[config.mk]
export PLATFORM = sky130hd
export DESIGN_NAME = obl_ram
export DESIGN_NICKNAME = d
export VERILOG_FILES = /design/src/rtl/obl_ram.sv
export SDC_FILE = /design/constraint.sdc
export NUM_CORES = 1
export LEC_CHECK = 0
export BUFFER_PORTS_ARGS = -buffer_cell sky130_fd_sc_hd__buf_2
export CAP_MARGIN = 10
export CORE_MARGIN = 2
export CORE_UTILIZATION = 60
export DETAILED_ROUTE_END_ITERATION = 7
export PLACE_DENSITY_LB_ADDON = 0.08
export SLEW_MARGIN = 10
export SYNTH_ARGS = -nofsm -noshare
export SYNTH_HDL_FRONTEND = slang
export SYNTH_SLANG_ARGS = --single-unit
[constraint.sdc]
create_clock -name clock -period 4.7 [get_ports clock]
set_clock_uncertainty 0.05 [all_clocks]
set_input_delay 0.47 -clock clock [delete_from_list [all_inputs] [get_ports clock]]
set_output_delay 0.47 -clock clock [all_outputs]
set_load 0.02 [all_outputs]
[src/rtl/obl_ram.sv]
`timescale 1ns / 1ps

module obl_ram #(
   parameter int WIDTH = 8,
   parameter int DEPTH = 16
) (
   input  logic                     clock,
   input  logic                     wr_en,
   input  logic [$clog2(DEPTH)-1:0] wr_addr,
   input  logic [WIDTH-1:0]         wr_data,
   input  logic                     rd_en,
   input  logic [$clog2(DEPTH)-1:0] rd_addr,
   output logic [WIDTH-1:0]         rd_data
);

   logic [WIDTH-1:0] mem_ff [DEPTH];
   logic [WIDTH-1:0] rd_data_ff;

   always_ff @(posedge clock) begin
      if (wr_en) begin
         mem_ff[wr_addr] <= wr_data;
      end
      if (rd_en) begin
         rd_data_ff <= mem_ff[rd_addr];
      end
   end

   assign rd_data = rd_data_ff;

endmodule

==> results.json <==
{
  "leakagePower_uw": 0.00203,
  "utilization_pct": 70.7,
  "wl_per_cell_um": 24.4,
  "area_delta_synth_final_pct": 16.2,
  "routed_wl_um": 9480,
  "die_h_um": 97.3,
  "endpoint_kind": "register",
  "drv_cap": 0,
  "worstMarginPinSlew_ns": 1.04,
  "crit_arrival_ns": 2.31,
  "mostFrequentLayoutCell": "edfxtp_1",
  "synth-xor-area-share_pct": 0,
  "grt_pass1_wl_um": 14800,
  "ys_types": 18,
  "grt_pass1_vias": 2503,
  "synthMuxAreaShare_pct": 14.8,
  "drive_above_1_share_pct": 28.5,
  "rsz0062_at_grt": "false",
  "ys_ff_latch": 136,
  "hold_path_depth": 1,
  "hold_buffers": 0,
  "setup_viol": 0,
  "dp_hpwl_um": 5910,
  "netlist_instances": 229,
  "cts.sinks": 136,
  "num_io_pins": 27,
  "cts-root-buf": "clkbuf_8",
  "globalRoute.totalOverflow": 0,
  "syn_area_per_cell_sq_um": 22.8,
  "routabilityCongestion": 0.720,
  "cts_resized": 0,
  "antenna_cells": 0,
  "dr.pass1.iters": 4,
  "max_stage_delay_ns": 0.77,
  "cp_max_fo": 32,
  "synth_adder_area_share_pct": 0,
  "outcome": "complete, no violations",
  "mappedNetlistArea_sq_um": 5230,
  "path_cells": "buf_2, mux4_1, a22oi_1, nand2_1",
  "drc": 0,
  "synthesis.nets": 248,
  "powerDensity_nw_per_um2": 478,
  "fillerInstances": 516,
  "synth_top_family_by_area": "multiplexers",
  "r2r.worst_path.cells": 3,
  "hp-start": "rd_en",
  "path_class": "in -> reg",
  "path_clk_slew_ns": 0.06,
  "cp_num_buf_inv": 1,
  "startpoint": "rd_addr[0]",
  "grt_max_degree": 33,
  "layout_common_cells": "136 x edfxtp_1, 26 x buf_2, 18 x mux4_2",
  "report.final.slew_viol_count": 0,
  "start_kind": "primary input",
  "period_minus_slack_ns": 2.11,
  "setup.reg_to_reg.worst_slack_ns": 3.16,
  "post_cts_buffers": 0,
  "ys_seq_area_share_pct": 78.1,
  "holdCritPathClass": "in -> reg",
  "cts_tree": "yes",
  "cts-buffers-inserted": 17,
  "numPortBuffers": 26,
  "drtIter0Drc": 286,
  "fp.coreArea_sq_um": 8590,
  "vias": 2380,
  "ant_nets": 0,
  "synth-simple-area-share_pct": 3.14,
  "rows": 34,
  "cts_buffer_depth": 2,
  "htreeDepth": 4,
  "yosysWarnings": 0,
  "slew_headroom_pct": 30.6,
  "die_x_um": 97.3,
  "dieArea_sq_um": 9480,
  "viasPerCell": 6.12,
  "worstPathRequired_ns": 4.90,
  "clock.fmax_mhz": 474,
  "reg2reg_to": "rd_data[0]",
  "rr_startpoint": "mem_ff[0][0]",
  "synth_compound_area_share_pct": 2.30,
  "layout.nets": 287,
  "grt_usage_pct": 22.0,
  "crit_slowest_cell": "buf_2",
  "clkLatencyLatePin_ns": 0.51,
  "antenna_found_initial": 0,
  "initial_core_util_pct": 60.8,
  "hold_path_end": "rd_data[0]",
  "total_power_uw": 2900,
  "hold_viol": 0,
  "finalCritPeriodShare_pct": 44.9,
  "setup_tns_ns": 0,
  "critPathTopFamily": "buffers and inverters",
  "vdd_ir_drop_max_uv": 306
}
cells in the mapped netlist:
cell type / n / area share [%]
nand2b_1: 2 / 0.24
mux4_1: 14 / 7.0
clkdlybuf4s25_2: 3 / 0.57
mux4_2: 18 / 7.8
a22oi_1: 16 / 2.3
or3b_2: 1 / 0.17
buf_4: 1 / 0.14
nand3_1: 1 / 0.096
and2b_1: 1 / 0.14
nand3b_1: 2 / 0.29
edfxtp_1: 136 / 78
and2_1: 1 / 0.12
nor2_1: 13 / 0.93
nor2b_1: 1 / 0.12
nor3_1: 4 / 0.38
buf_6: 3 / 0.65
nand2_1: 9 / 0.65
buf_2: 3 / 0.29
cells by family (layout without fill, tap and decap cells):
group	Yosys count	count (layout)
AO/OA/AOI/OAI	16	16
buffers and inverters	10	62
flip-flops	136	136
multiplexers	32	32
AND/OR/NAND/NOR	35	35
how the worst max path moves through the flow:
stage / to / slack [ns] / cells after the start
2_1_floorplan: mem_ff[0][0] / 2.69 / 2
3_3_place_gp: rd_data[1] / 2.02 / 4
3_5_place_dp: rd_data[1] / 2.02 / 4
4_1_cts: rd_data[1] / 2.57 / 4
5_1_grt: rd_data[0] / 2.49 / 4
6_report: rd_data[1] / 2.59 / 4
metrics by stage:
| step | cells | worst slack, ns | area [sq um] | hold WS (ns) |
|---|---|---|---|---|
| 4_1_cts | 389 | 2.57 | 6080 | 0.262 |
| 2_1_floorplan | 229 | 2.69 | 5230 | 0.519 |
| 6_report | 389 | 2.59 | 6080 | 0.278 |
| 5_1_grt | 389 | 2.49 | 6080 | 0.262 |
| 3_5_place_dp | 357 | 2.02 | 5440 | 0.695 |
| 3_3_place_gp | 357 | 2.02 | 5440 | 0.683 |
per-layer routing:
metal | vias to the layer above | GRT usage [%] | routed length (um)
li1 | 1060 | - | -
met1 | 1221 | 32.8 | 4230
met2 | 92 | 33.0 | 4560
met3 | 7 | 5.32 | 628
met4 | 0 | 7.59 | 63
met5 | - | 0 | 0
where the power goes:
group / internal, uW / total, uW / leakage [uW] / switching [uW]
logic: 47.8 / 123 / 0.000494 / 75.4
clock network: 920 / 1400 / 0.000302 / 484
registers: 1370 / 1380 / 0.00124 / 7.91
total: 2330 / 2900 / 0.00203 / 567
registers in the layout (all words and copies together), names as in the netlist:
register  flops
mem_ff      128
rd_data       8
cell type report:
cell class	count	area, sq um	share of cell area [%]
Sequential cell	136	4080	67.2
Multi-Input combinational cell	83	1060	17.4
Clock buffer	18	418	6.88
Clock inverter	14	221	3.64
Timing Repair Buffer	30	160	2.64
Tap cell	108	135	2.22
No activity file was read; power rests on OpenSTA's default activity.
